File: src/obpt_pkg.sv
// Shared types and constants of the onset and beat phase tracker.
package obpt_pkg;

   localparam int FLUX_FIELD_BITS  = 24;
   localparam int PERIOD_BITS      = 16;
   localparam int STRENGTH_BITS    = 16;
   localparam int PHASE_TURNS_BITS = 32;
   localparam int REQ_TDATA_BITS   = 40;
   localparam int RSP_TDATA_BITS   = 56;
   localparam int CSR_INDEX_BITS   = 2;
   localparam int CSR_DATA_BITS    = 16;

   localparam logic [11:0] ONSET_FACTOR_RESET   = 12'd410;
   localparam logic [15:0] PHASE_GAIN_RESET     = 16'd6554;
   localparam logic [7:0]  MIN_REFRACTORY_RESET = 8'd6;
   localparam logic [15:0] AVERAGE_WEIGHT_RESET = 16'd655;

   localparam logic [15:0] STRENGTH_WEIGHT    = 16'd6554;
   localparam logic [15:0] NO_TEMPO_MAX       = 16'd256;
   localparam logic [15:0] STRENGTH_ZERO_AVG  = 16'd256;
   localparam logic [15:0] STRENGTH_SATURATED = 16'hFFFF;
   localparam logic [15:0] HOPS_SATURATED     = 16'hFFFF;

   typedef enum logic [CSR_INDEX_BITS-1:0] {
      CSR_ONSET_FACTOR   = 2'd0,
      CSR_PHASE_GAIN     = 2'd1,
      CSR_MIN_REFRACTORY = 2'd2,
      CSR_AVERAGE_WEIGHT = 2'd3
   } csr_reg_type;

   typedef struct packed {
      logic [11:0] onset_factor;
      logic [15:0] phase_gain;
      logic [7:0]  min_refractory;
      logic [15:0] average_weight;
   } cfg_type;

   typedef struct packed {
      logic idle;
      logic done;
   } seq_status_type;

   typedef enum logic [2:0] {
      ALU_HOLD,
      ALU_LOAD,
      ALU_LOAD_OPD,
      ALU_MUL,
      ALU_DIV,
      ALU_ADD,
      ALU_SUB
   } alu_op_type;

   typedef enum logic [4:0] {
      S_IDLE,
      S_RUN,
      S_AVG_A,
      S_AVG_B,
      S_FAC,
      S_CMP,
      S_TEST,
      S_DIV,
      S_STR,
      S_WGT,
      S_GW,
      S_GWD,
      S_PER,
      S_ADV,
      S_SUM,
      S_ERR,
      S_NEG,
      S_MAG,
      S_COR,
      S_APPLY,
      S_FIX,
      S_WRAP,
      S_DONE
   } seq_state_type;

endpackage

File: src/obpt_alu.sv
// Shared add/subtract unit: shift-add multiply, restoring divide, add, subtract.
module obpt_alu import obpt_pkg::*; #(
   parameter int AW = 58,
   parameter int QW = 32
) (
   input  logic          clock,
   input  alu_op_type    op,
   input  logic [AW-1:0] acc_ld,
   input  logic [AW-1:0] opd_ld,
   input  logic [QW-1:0] q_ld,
   output logic [AW-1:0] acc,
   output logic [QW-1:0] q,
   output logic          ge
);

   logic [AW-1:0] acc_ff, acc_in;
   logic [AW-1:0] opd_ff, opd_in;
   logic [QW-1:0] q_ff, q_in;
   logic          sub_mode;
   logic [AW-1:0] opd_x;
   logic [AW:0]   sum;

   always_comb begin
      sub_mode = !(op == ALU_MUL || op == ALU_ADD);
      opd_x    = sub_mode ? ~opd_ff : opd_ff;
      sum      = {1'b0, acc_ff} + {1'b0, opd_x} + {{AW{1'b0}}, sub_mode};
      ge       = sum[AW];
   end

   always_comb begin
      acc_in = acc_ff;
      opd_in = opd_ff;
      q_in   = q_ff;
      unique case (op)
         ALU_HOLD: begin
         end
         ALU_LOAD: begin
            acc_in = acc_ld;
            opd_in = opd_ld;
            q_in   = q_ld;
         end
         ALU_LOAD_OPD: begin
            opd_in = opd_ld;
            q_in   = q_ld;
         end
         ALU_MUL: begin
            if (q_ff[0]) begin
               acc_in = sum[AW-1:0];
            end
            opd_in = opd_ff << 1;
            q_in   = q_ff >> 1;
         end
         ALU_DIV: begin
            if (ge) begin
               acc_in = sum[AW-1:0];
            end
            opd_in = opd_ff >> 1;
            q_in   = {q_ff[QW-2:0], ge};
         end
         ALU_ADD, ALU_SUB: begin
            acc_in = sum[AW-1:0];
         end
         default: begin
         end
      endcase
   end

   always_ff @(posedge clock) begin
      acc_ff <= acc_in;
      opd_ff <= opd_in;
      q_ff   <= q_in;
   end

   assign acc = acc_ff;
   assign q   = q_ff;

endmodule

File: src/obpt_csr.sv
// Configuration register file of the onset and beat phase tracker.
module obpt_csr import obpt_pkg::*; (
   input  logic                      clock,
   input  logic                      reset,
   input  logic                      wr_en,
   input  logic [CSR_INDEX_BITS-1:0] wr_index,
   input  logic [CSR_DATA_BITS-1:0]  wr_data,
   output cfg_type                   cfg
);

   cfg_type     cfg_ff, cfg_in;
   csr_reg_type reg_sel;

   always_comb begin
      reg_sel = csr_reg_type'(wr_index);
      cfg_in  = cfg_ff;
      if (wr_en) begin
         unique case (reg_sel)
            CSR_ONSET_FACTOR:   cfg_in.onset_factor   = wr_data[11:0];
            CSR_PHASE_GAIN:     cfg_in.phase_gain     = wr_data;
            CSR_MIN_REFRACTORY: cfg_in.min_refractory = wr_data[7:0];
            CSR_AVERAGE_WEIGHT: cfg_in.average_weight = wr_data;
            default: begin
            end
         endcase
      end
   end

   always_ff @(posedge clock) begin
      if (reset) begin
         cfg_ff.onset_factor   <= ONSET_FACTOR_RESET;
         cfg_ff.phase_gain     <= PHASE_GAIN_RESET;
         cfg_ff.min_refractory <= MIN_REFRACTORY_RESET;
         cfg_ff.average_weight <= AVERAGE_WEIGHT_RESET;
      end else begin
         cfg_ff <= cfg_in;
      end
   end

   assign cfg = cfg_ff;

endmodule

File: src/obpt_seq.sv
// Sequencer and tracker state: drives the shared unit through one hop.
module obpt_seq import obpt_pkg::*; #(
   parameter int FLUX_BITS  = 24,
   parameter int PHASE_BITS = 32
) (
   input  logic                        clock,
   input  logic                        reset,
   input  logic                        start,
   input  logic [FLUX_FIELD_BITS-1:0]  req_flux,
   input  logic [PERIOD_BITS-1:0]      req_period,
   input  cfg_type                     cfg,
   input  logic                        out_free,
   output seq_status_type              status,
   output logic                        onset,
   output logic                        beat,
   output logic [PHASE_TURNS_BITS-1:0] phase_turns,
   output logic [STRENGTH_BITS-1:0]    strength
);

   localparam int FB  = FLUX_BITS;
   localparam int PB  = PHASE_BITS;
   localparam int AVW = FB + 16;
   localparam int AW  = (FB + 34 > PB + 18) ? FB + 34 : PB + 18;
   localparam int QW  = (PB > 17) ? PB : 17;
   localparam int CW  = $clog2(QW + 1);

   seq_state_type state_ff, state_in;
   seq_state_type ret_ff, ret_in;
   alu_op_type    runop_ff, runop_in;
   logic [CW-1:0] cnt_ff, cnt_in;

   logic [FB-1:0]          flux_ff, flux_in;
   logic [PERIOD_BITS-1:0] period_ff, period_in;
   logic [AVW-1:0]         avg_ff, avg_in;
   logic [FB-1:0]          prev_ff, prev_in;
   logic [15:0]            hops_ff, hops_in;
   logic [PB-1:0]          phase_ff, phase_in;
   logic [PB+1:0]          s_ff, s_in;
   logic                   neg_ff, neg_in;
   logic                   onset_ff, onset_in;
   logic                   beat_ff, beat_in;
   logic [15:0]            strength_ff, strength_in;
   logic [15:0]            gw_ff, gw_in;

   alu_op_type    alu_op;
   logic [AW-1:0] acc_ld, opd_ld, acc;
   logic [QW-1:0] q_ld, q;
   logic          ge;

   logic [FB+23:0] flux_ext;
   logic           per_on;
   logic           onset_now;
   logic [PB-1:0]  r;
   logic           neg_now;
   logic           mag_small;
   logic [16:0]    weight;

   obpt_alu #(.AW(AW), .QW(QW)) u_alu (
      .clock  (clock),
      .op     (alu_op),
      .acc_ld (acc_ld),
      .opd_ld (opd_ld),
      .q_ld   (q_ld),
      .acc    (acc),
      .q      (q),
      .ge     (ge)
   );

   always_comb begin
      flux_ext  = {{FB{1'b0}}, req_flux};
      per_on    = period_ff > NO_TEMPO_MAX;
      onset_now = !ge && (flux_ff >= prev_ff) &&
                  (hops_ff >= {8'd0, cfg.min_refractory}) &&
                  (hops_ff >= {10'd0, period_ff[15:10]});
      r         = acc[PB-1:0];
      neg_now   = r[PB-1] & (|r[PB-2:0]);
      mag_small = (acc[PB-1:PB-2] == 2'b00);
      weight    = (acc[28:23] != 6'd0) ? 17'h10000 : {2'b01, acc[22:8]};
   end

   always_comb begin
      state_in = state_ff;
      ret_in   = ret_ff;
      runop_in = runop_ff;
      cnt_in   = cnt_ff;
      unique case (state_ff)
         S_IDLE: begin
            if (start) begin
               state_in = S_AVG_A;
            end
         end
         S_RUN: begin
            cnt_in = cnt_ff - CW'(1);
            if (cnt_ff == CW'(1)) begin
               state_in = ret_ff;
            end
         end
         S_AVG_A: begin
            state_in = S_RUN;
            ret_in   = S_AVG_B;
            runop_in = ALU_MUL;
            cnt_in   = CW'(17);
         end
         S_AVG_B: begin
            state_in = S_RUN;
            ret_in   = S_FAC;
            runop_in = ALU_MUL;
            cnt_in   = CW'(16);
         end
         S_FAC: begin
            state_in = S_RUN;
            ret_in   = S_CMP;
            runop_in = ALU_MUL;
            cnt_in   = CW'(12);
         end
         S_CMP: state_in = S_TEST;
         S_TEST: begin
            state_in = (onset_now && avg_ff != '0) ? S_DIV : S_STR;
         end
         S_DIV: begin
            state_in = S_RUN;
            ret_in   = S_STR;
            runop_in = ALU_DIV;
            cnt_in   = CW'(17);
         end
         S_STR: state_in = (onset_ff && per_on) ? S_WGT : S_PER;
         S_WGT: begin
            state_in = S_RUN;
            ret_in   = S_GW;
            runop_in = ALU_MUL;
            cnt_in   = CW'(13);
         end
         S_GW: begin
            state_in = S_RUN;
            ret_in   = S_GWD;
            runop_in = ALU_MUL;
            cnt_in   = CW'(17);
         end
         S_GWD: state_in = S_PER;
         S_PER: begin
            if (per_on) begin
               state_in = S_RUN;
               ret_in   = S_ADV;
               runop_in = ALU_DIV;
               cnt_in   = CW'(PB);
            end else begin
               state_in = S_DONE;
            end
         end
         S_ADV: state_in = S_SUM;
         S_SUM: state_in = S_ERR;
         S_ERR: state_in = onset_ff ? S_NEG : S_WRAP;
         S_NEG: state_in = S_MAG;
         S_MAG: begin
            if (mag_small) begin
               state_in = S_RUN;
               ret_in   = S_COR;
               runop_in = ALU_MUL;
               cnt_in   = CW'(16);
            end else begin
               state_in = S_WRAP;
            end
         end
         S_COR:   state_in = S_APPLY;
         S_APPLY: state_in = S_FIX;
         S_FIX:   state_in = S_WRAP;
         S_WRAP:  state_in = S_DONE;
         S_DONE: begin
            if (out_free) begin
               state_in = S_IDLE;
            end
         end
         default: state_in = S_IDLE;
      endcase
   end

   always_comb begin
      alu_op      = ALU_HOLD;
      acc_ld      = '0;
      opd_ld      = '0;
      q_ld        = '0;
      flux_in     = flux_ff;
      period_in   = period_ff;
      avg_in      = avg_ff;
      prev_in     = prev_ff;
      hops_in     = hops_ff;
      phase_in    = phase_ff;
      s_in        = s_ff;
      neg_in      = neg_ff;
      onset_in    = onset_ff;
      beat_in     = beat_ff;
      strength_in = strength_ff;
      gw_in       = gw_ff;
      status.idle = 1'b0;
      status.done = 1'b0;
      unique case (state_ff)
         S_IDLE: begin
            status.idle = 1'b1;
            if (start) begin
               flux_in   = flux_ext[FB-1:0];
               period_in = req_period;
               onset_in  = 1'b0;
               beat_in   = 1'b0;
            end
         end
         S_RUN: alu_op = runop_ff;
         S_AVG_A: begin
            alu_op = ALU_LOAD;
            opd_ld = AW'(avg_ff);
            q_ld   = QW'(17'h10000 - {1'b0, cfg.average_weight});
         end
         S_AVG_B: begin
            alu_op = ALU_LOAD_OPD;
            opd_ld = AW'(flux_ff) << 16;
            q_ld   = QW'(cfg.average_weight);
         end
         S_FAC: begin
            avg_in  = acc[AVW+15:16];
            hops_in = (hops_ff == HOPS_SATURATED) ? hops_ff : hops_ff + 16'd1;
            alu_op  = ALU_LOAD;
            opd_ld  = AW'(acc[AVW+15:16]);
            q_ld    = QW'(cfg.onset_factor);
         end
         S_CMP: begin
            alu_op = ALU_LOAD_OPD;
            opd_ld = AW'(flux_ff) << 24;
         end
         S_TEST: begin
            onset_in = onset_now;
            prev_in  = flux_ff;
            if (onset_now) begin
               hops_in = 16'd0;
            end
         end
         S_DIV: begin
            alu_op = ALU_LOAD;
            acc_ld = AW'(flux_ff) << 24;
            opd_ld = AW'(avg_ff) << 16;
         end
         S_STR: begin
            if (!onset_ff) begin
               strength_in = 16'd0;
            end else if (avg_ff == '0) begin
               strength_in = STRENGTH_ZERO_AVG;
            end else if (q[16]) begin
               strength_in = STRENGTH_SATURATED;
            end else begin
               strength_in = q[15:0];
            end
         end
         S_WGT: begin
            alu_op = ALU_LOAD;
            opd_ld = AW'(strength_ff);
            q_ld   = QW'(STRENGTH_WEIGHT);
         end
         S_GW: begin
            alu_op = ALU_LOAD;
            opd_ld = AW'(cfg.phase_gain);
            q_ld   = QW'(weight);
         end
         S_GWD: gw_in = acc[31:16];
         S_PER: begin
            if (per_on) begin
               alu_op = ALU_LOAD;
               acc_ld = AW'(1) << (PB + 8);
               opd_ld = AW'(period_ff) << (PB - 1);
            end
         end
         S_ADV: begin
            alu_op = ALU_LOAD;
            acc_ld = AW'(phase_ff);
            opd_ld = AW'(q[PB-1:0]);
         end
         S_SUM: alu_op = ALU_ADD;
         S_ERR: begin
            s_in   = acc[PB+1:0];
            neg_in = neg_now;
            alu_op = ALU_LOAD;
            acc_ld = neg_now ? (AW'(1) << PB) : AW'(r);
            opd_ld = neg_now ? AW'(r) : '0;
         end
         S_NEG: alu_op = ALU_SUB;
         S_MAG: begin
            alu_op = ALU_LOAD;
            opd_ld = AW'(acc[PB-1:0]);
            q_ld   = QW'(gw_ff);
         end
         S_COR: begin
            alu_op = ALU_LOAD;
            acc_ld = AW'(s_ff);
            opd_ld = AW'(acc[PB+15:16]);
         end
         S_APPLY: alu_op = neg_ff ? ALU_ADD : ALU_SUB;
         S_FIX:   s_in = acc[PB+1:0];
         S_WRAP: begin
            beat_in  = |s_ff[PB+1:PB];
            phase_in = s_ff[PB-1:0];
         end
         S_DONE: status.done = out_free;
         default: begin
         end
      endcase
   end

   always_ff @(posedge clock) begin
      if (reset) begin
         state_ff <= S_IDLE;
         ret_ff   <= S_IDLE;
         runop_ff <= ALU_HOLD;
         cnt_ff   <= '0;
         avg_ff   <= '0;
         prev_ff  <= '0;
         hops_ff  <= '0;
         phase_ff <= '0;
         onset_ff <= 1'b0;
         beat_ff  <= 1'b0;
      end else begin
         state_ff <= state_in;
         ret_ff   <= ret_in;
         runop_ff <= runop_in;
         cnt_ff   <= cnt_in;
         avg_ff   <= avg_in;
         prev_ff  <= prev_in;
         hops_ff  <= hops_in;
         phase_ff <= phase_in;
         onset_ff <= onset_in;
         beat_ff  <= beat_in;
      end
   end

   always_ff @(posedge clock) begin
      flux_ff     <= flux_in;
      period_ff   <= period_in;
      s_ff        <= s_in;
      neg_ff      <= neg_in;
      strength_ff <= strength_in;
      gw_ff       <= gw_in;
   end

   if (PB >= PHASE_TURNS_BITS) begin : g_phase_trunc
      assign phase_turns = phase_ff[PB-1 -: PHASE_TURNS_BITS];
   end else begin : g_phase_pad
      assign phase_turns = {phase_ff, {(PHASE_TURNS_BITS-PB){1'b0}}};
   end

   assign onset    = onset_ff;
   assign beat     = beat_ff;
   assign strength = strength_ff;

endmodule

File: src/onset_beat_phase_tracker_core.sv
// Top level of the onset detector and beat phase tracker.
//
//   channel  dir  handshake                 payload
//   req      in   req_tvalid / req_tready   req_tdata: flux, period_hops_q8
//   rsp      out  rsp_tvalid / rsp_tready   rsp_tdata: onset, beat, phase, strength
//   csr      in   csr_valid / csr_ready     csr_index, csr_data
//
// The shared add/subtract unit resolves one multiplier or quotient bit per cycle.
// Reset is synchronous; configuration returns to its defaults and tracker state to zero.
// A finished result waits in the output register; the next hop is taken meanwhile.
module onset_beat_phase_tracker_core import obpt_pkg::*; #(
   parameter int FLUX_BITS  = 24,
   parameter int PHASE_BITS = 32
) (
   input  logic                      clock,
   input  logic                      reset,
   input  logic                      req_tvalid,
   output logic                      req_tready,
   input  logic [REQ_TDATA_BITS-1:0] req_tdata,   // flux[23:0], period_hops_q8[39:24]
   output logic                      rsp_tvalid,
   input  logic                      rsp_tready,
   output logic [RSP_TDATA_BITS-1:0] rsp_tdata,   // onset[0], beat[1], phase_turns[33:2],
                                                  // strength_q8[49:34], zero[55:50]
   input  logic                      csr_valid,
   output logic                      csr_ready,
   input  logic [CSR_INDEX_BITS-1:0] csr_index,
   input  logic [CSR_DATA_BITS-1:0]  csr_data
);

   cfg_type                     cfg;
   seq_status_type              status;
   logic                        out_free;
   logic                        onset, beat;
   logic [PHASE_TURNS_BITS-1:0] phase_turns;
   logic [STRENGTH_BITS-1:0]    strength;

   logic                      rsp_valid_ff, rsp_valid_in;
   logic [RSP_TDATA_BITS-1:0] rsp_data_ff, rsp_data_in;

   obpt_csr u_csr (
      .clock    (clock),
      .reset    (reset),
      .wr_en    (csr_valid),
      .wr_index (csr_index),
      .wr_data  (csr_data),
      .cfg      (cfg)
   );

   obpt_seq #(.FLUX_BITS(FLUX_BITS), .PHASE_BITS(PHASE_BITS)) u_seq (
      .clock       (clock),
      .reset       (reset),
      .start       (req_tvalid),
      .req_flux    (req_tdata[FLUX_FIELD_BITS-1:0]),
      .req_period  (req_tdata[FLUX_FIELD_BITS +: PERIOD_BITS]),
      .cfg         (cfg),
      .out_free    (out_free),
      .status      (status),
      .onset       (onset),
      .beat        (beat),
      .phase_turns (phase_turns),
      .strength    (strength)
   );

   always_comb begin
      out_free     = !rsp_valid_ff || rsp_tready;
      rsp_valid_in = rsp_valid_ff;
      rsp_data_in  = rsp_data_ff;
      if (status.done) begin
         rsp_valid_in = 1'b1;
         rsp_data_in  = {6'd0, strength, phase_turns, beat, onset};
      end else if (rsp_tready) begin
         rsp_valid_in = 1'b0;
      end
   end

   always_ff @(posedge clock) begin
      if (reset) begin
         rsp_valid_ff <= 1'b0;
      end else begin
         rsp_valid_ff <= rsp_valid_in;
      end
   end

   always_ff @(posedge clock) begin
      rsp_data_ff <= rsp_data_in;
   end

   assign req_tready = status.idle;
   assign csr_ready  = 1'b1;
   assign rsp_tvalid = rsp_valid_ff;
   assign rsp_tdata  = rsp_data_ff;

   a_busy_after_accept: assert property (@(posedge clock) disable iff (reset)
      (req_tvalid && req_tready) |=> !req_tready)
      else $error("tracker ready right after taking a transaction");

   a_done_needs_room: assert property (@(posedge clock) disable iff (reset)
      status.done |-> (!rsp_tvalid || rsp_tready))
      else $error("result finished while output register is blocked");

   a_rsp_from_done: assert property (@(posedge clock) disable iff (reset)
      $rose(rsp_tvalid) |-> $past(status.done))
      else $error("result transaction raised without a finished hop");

   a_one_done_per_item: assert property (@(posedge clock) disable iff (reset)
      status.done |-> !req_tready)
      else $error("result finished while sequencer idle");

endmodule
File: config.mk
export PLATFORM = sky130hd
export DESIGN_NAME = onset_beat_phase_tracker_core
export DESIGN_NICKNAME = d
export VERILOG_FILES = /design/src/obpt_pkg.sv /design/src/obpt_alu.sv /design/src/obpt_csr.sv /design/src/obpt_seq.sv /design/src/onset_beat_phase_tracker_core.sv
export SDC_FILE = /design/constraint.sdc
export NUM_CORES = 1
export LEC_CHECK = 0
export BUFFER_PORTS_ARGS = -buffer_cell sky130_fd_sc_hd__buf_2
export CAP_MARGIN = 30
export CORE_AREA = 2 2 221 223
export DETAILED_ROUTE_END_ITERATION = 7
export DIE_AREA = 0 0 223 225
export PLACE_DENSITY_LB_ADDON = 0.25
export REMOVE_ABC_BUFFERS = 1
export SETUP_SLACK_MARGIN = 0.5
export SLEW_MARGIN = 10
export SYNTH_ARGS = -nofsm -noshare
export SYNTH_HDL_FRONTEND = slang
export SYNTH_SLANG_ARGS = --single-unit
File: constraint.sdc
create_clock -name clock -period 18.9 [get_ports clock]
set_clock_uncertainty 0.2 [all_clocks]
set_input_delay 2.835 -clock clock [delete_from_list [all_inputs] [get_ports clock]]
set_output_delay 2.835 -clock clock [all_outputs]
set_load 0.05 [all_outputs]
==> results.ini <==
[run_status]
outcome = complete, but fails checks
violations = DRC

[timing]
timing.final.ws_setup_ns = 11.66
worst_pin_slew_ns = 1.03
fin_crit_ns = 7.24
tns_ns = 0
holdWs_ns = 0.256
fmax_mhz = 138
setup_viol = 0
period_share_pct = 38.3
finalHoldViolCount = 0
final_max_slew_viol_count = 0
maxSlewHeadroom_pct = 31.5
rsz0062_at_grt = false

[yosys]
synth.distinct_cells = 82
ys_ff_latch = 490
syn_inst = 2679
synthArstFlopShare_pct = 0
syn_area_per_cell_um2 = 9.69
ys_seq_area_share_pct = 49.6
synthDominantCellAreaShare_pct = 35.3
synth.area.top_cells = edfxtp_1 35%, dfxtp_1 14%, nand2_1 6.6%
ys.flop_type = edfxtp_1
ys.warnings.count = 0
synth_edf_count = 305
synth_area_um2 = 26000
synth_top_area_cell = edfxtp_1

[cells_and_area]
drive_gt1_share_pct = 10.2
mostFrequentLayoutCell = nand2_1
syn_to_final_growth_pct = 11.2
antenna_cells = 0
nNetsFinal = 2883
fin_area_um2 = 28900
stdcell_count = 3376
mostFrequentLayoutCells = 453 x nand2_1, 305 x edfxtp_1, 260 x a21oi_1

[global_route]
gr-total-overflow = 0
grt_antenna_before_repair = 1
grt_use_total_pct = 34.9
grt_start_max_net_pins = 88
grt_pass1_wl_um = 133000
grt_pass1_vias = 21600

[drt]
wirelength_um = 89300
first_pass_iters = 8
vias = 22600
wire_per_inst_um = 26.4
vias_per_cell = 6.69
drc_errors = 24
drtAntennaViolNets = 0
drt_iter0_markers = 3042

[floorplanning]
core_area_um2 = 47500
initial_core_util_pct = 54.6
die_area_um2 = 50200
rows = 80
ios = 122
die_y_um = 225
die_x_um = 223

[clock_network]
htreeDepth = 2
cts_root_buf = clkbuf_16
clk_pin_slew_ns = 0.06
clock_latency_ns = 0.62
cts_resized = 0
hold_buffers = 0
ctsLongestPathBuffers = 3
cts_tree = built
postCtsSetupRepairBufs = 0
clock_sinks = 490
cts-buffers-inserted = 51

[run]
cap_violations = 0

[placement]
post-place-ws_ns = 11.42
dp_hpwl_um = 63300
io_buffers = 114
gp_congestion = 0.953
dp_cells = 3278
placed_area_um2 = 27000

[pwr]
powerDensity_nw_per_um2 = 175
leakagePower_uw = 0.0104
ir_worst_vdd_mv = 0.145

[worst_setup_path]
end_kind = flip-flop
worstPathMaxFanout = 49
required_ns = 19.17
path_class = reg -> reg
startpoint_type = flip-flop
cp.arrival_ns = 7.51

[worst_hold_path]
hp-class = reg -> reg

[synthesized netlist by cell type (all sizes together), types with 73 or more instances]
cell / count
nand2: 454
edfxtp: 305
a21oi: 262
dfxtp: 185
clkbuf: 140
nor2: 134
o21ai: 117
ha: 99
a22oi: 97
xnor2: 93
inv: 82
a221o: 73
[report_power, final]
group / switching [uW] / internal, uW / total (uW)
Combinational: 1390 / 765 / 2160
Sequential: 356 / 1490 / 1840
Clock: 447 / 606 / 1050
[routing by layer]
layer,wire length (um),share of wire (%),GRT usage (%),up-vias
li1,-,-,-,10100
met1,34600,39,44.5,10900
met2,41600,47,56.8,1360
met3,8230,9.2,6.38,244
met4,4840,5.4,18.4,0
met5,0,0,0,-
[worst max-delay path: stages, from the launching register on]
cell and delay, ns:
dfxtp_1 0.80, nor2b_1 0.29, nand3_1 0.24, a21oi_2 0.68, a2111oi_4 0.18, nor2_4 0.14
buf_4 0.24, buf_16 0.30, xnor2_1 0.17, ha_1 0.35, a21o_1 0.24, a21o_1 0.20
a21o_1 0.20, a211o_1 0.27, a211oi_1 0.24, o21ai_0 0.23, a21oi_1 0.85, nand2_1 0.50
nand2b_1 0.59, a21oi_1 0.11
[state kept, by name, summed over array words and instances, names as in the netlist, 24 cells and up]
name and cells:
u_seq.prev_ff 24, u_seq.u_alu.q 32, u_seq.flux_ff 24, u_csr.cfg 52, rsp_tdata 50, u_seq.s_ff 34
u_seq.u_alu.acc 58, u_seq.phase_turns 32, u_seq.u_alu.opd_ff 58, u_seq.avg_ff 40
[cell families (layout without fill, tap and decap cells)]
kind of cell               after synthesis  in the layout  synth area share [%]
DFF                                    490            490                  49.6
muxes                                   11             11                 0.429
xor gates and xnor gates               124            124                  4.18
and+or+nand+nor                        886            886                  15.5
buffers and inverters                  258            335                  3.89
other                                    2              7                0.0289
adders and majority gates              100            100                  4.85
AOI/OAI and AO/OA                      808            808                  21.5
[cell type report]
type / count / area, um2
fillers: 4032 / 18700
flip-flops and latches: 490 / 12900
multi-input cells: 1936 / 12200
clock buffers: 75 / 1530
repair buffers: 159 / 952
well taps: 615 / 769
inverters: 82 / 308
clock inverters: 19 / 213
[through the flow]
step	total power, uW	util, %
2_1_floorplan	3190	-
3_3_place_gp	3930	56.9
3_5_place_dp	3940	56.9
4_1_cts	4990	60.5
5_1_grt	5280	60.7
6_report	5060	60.7
[worst paths after layout]
| kind | from | endpoint | slack [ns] | cells past startpoint |
|---|---|---|---|---|
| min | u_seq.prev_ff[2]$_SDFFE_PP0P_ | u_seq.prev_ff[2]$_SDFFE_PP0P_ | 0.26 | 2 |
| max | u_seq.state_ff[2]$_SDFFE_PP0P_ | u_seq.hops_ff[11]$_SDFFE_PP0P_ | 11.66 | 19 |
| min reg2reg | u_seq.prev_ff[2]$_SDFFE_PP0P_ | u_seq.prev_ff[2]$_SDFFE_PP0P_ | 0.26 | 2 |
| max reg2reg | u_seq.state_ff[2]$_SDFFE_PP0P_ | u_seq.hops_ff[11]$_SDFFE_PP0P_ | 11.66 | 19 |
Note: power is estimated with default switching activity, not from simulation.
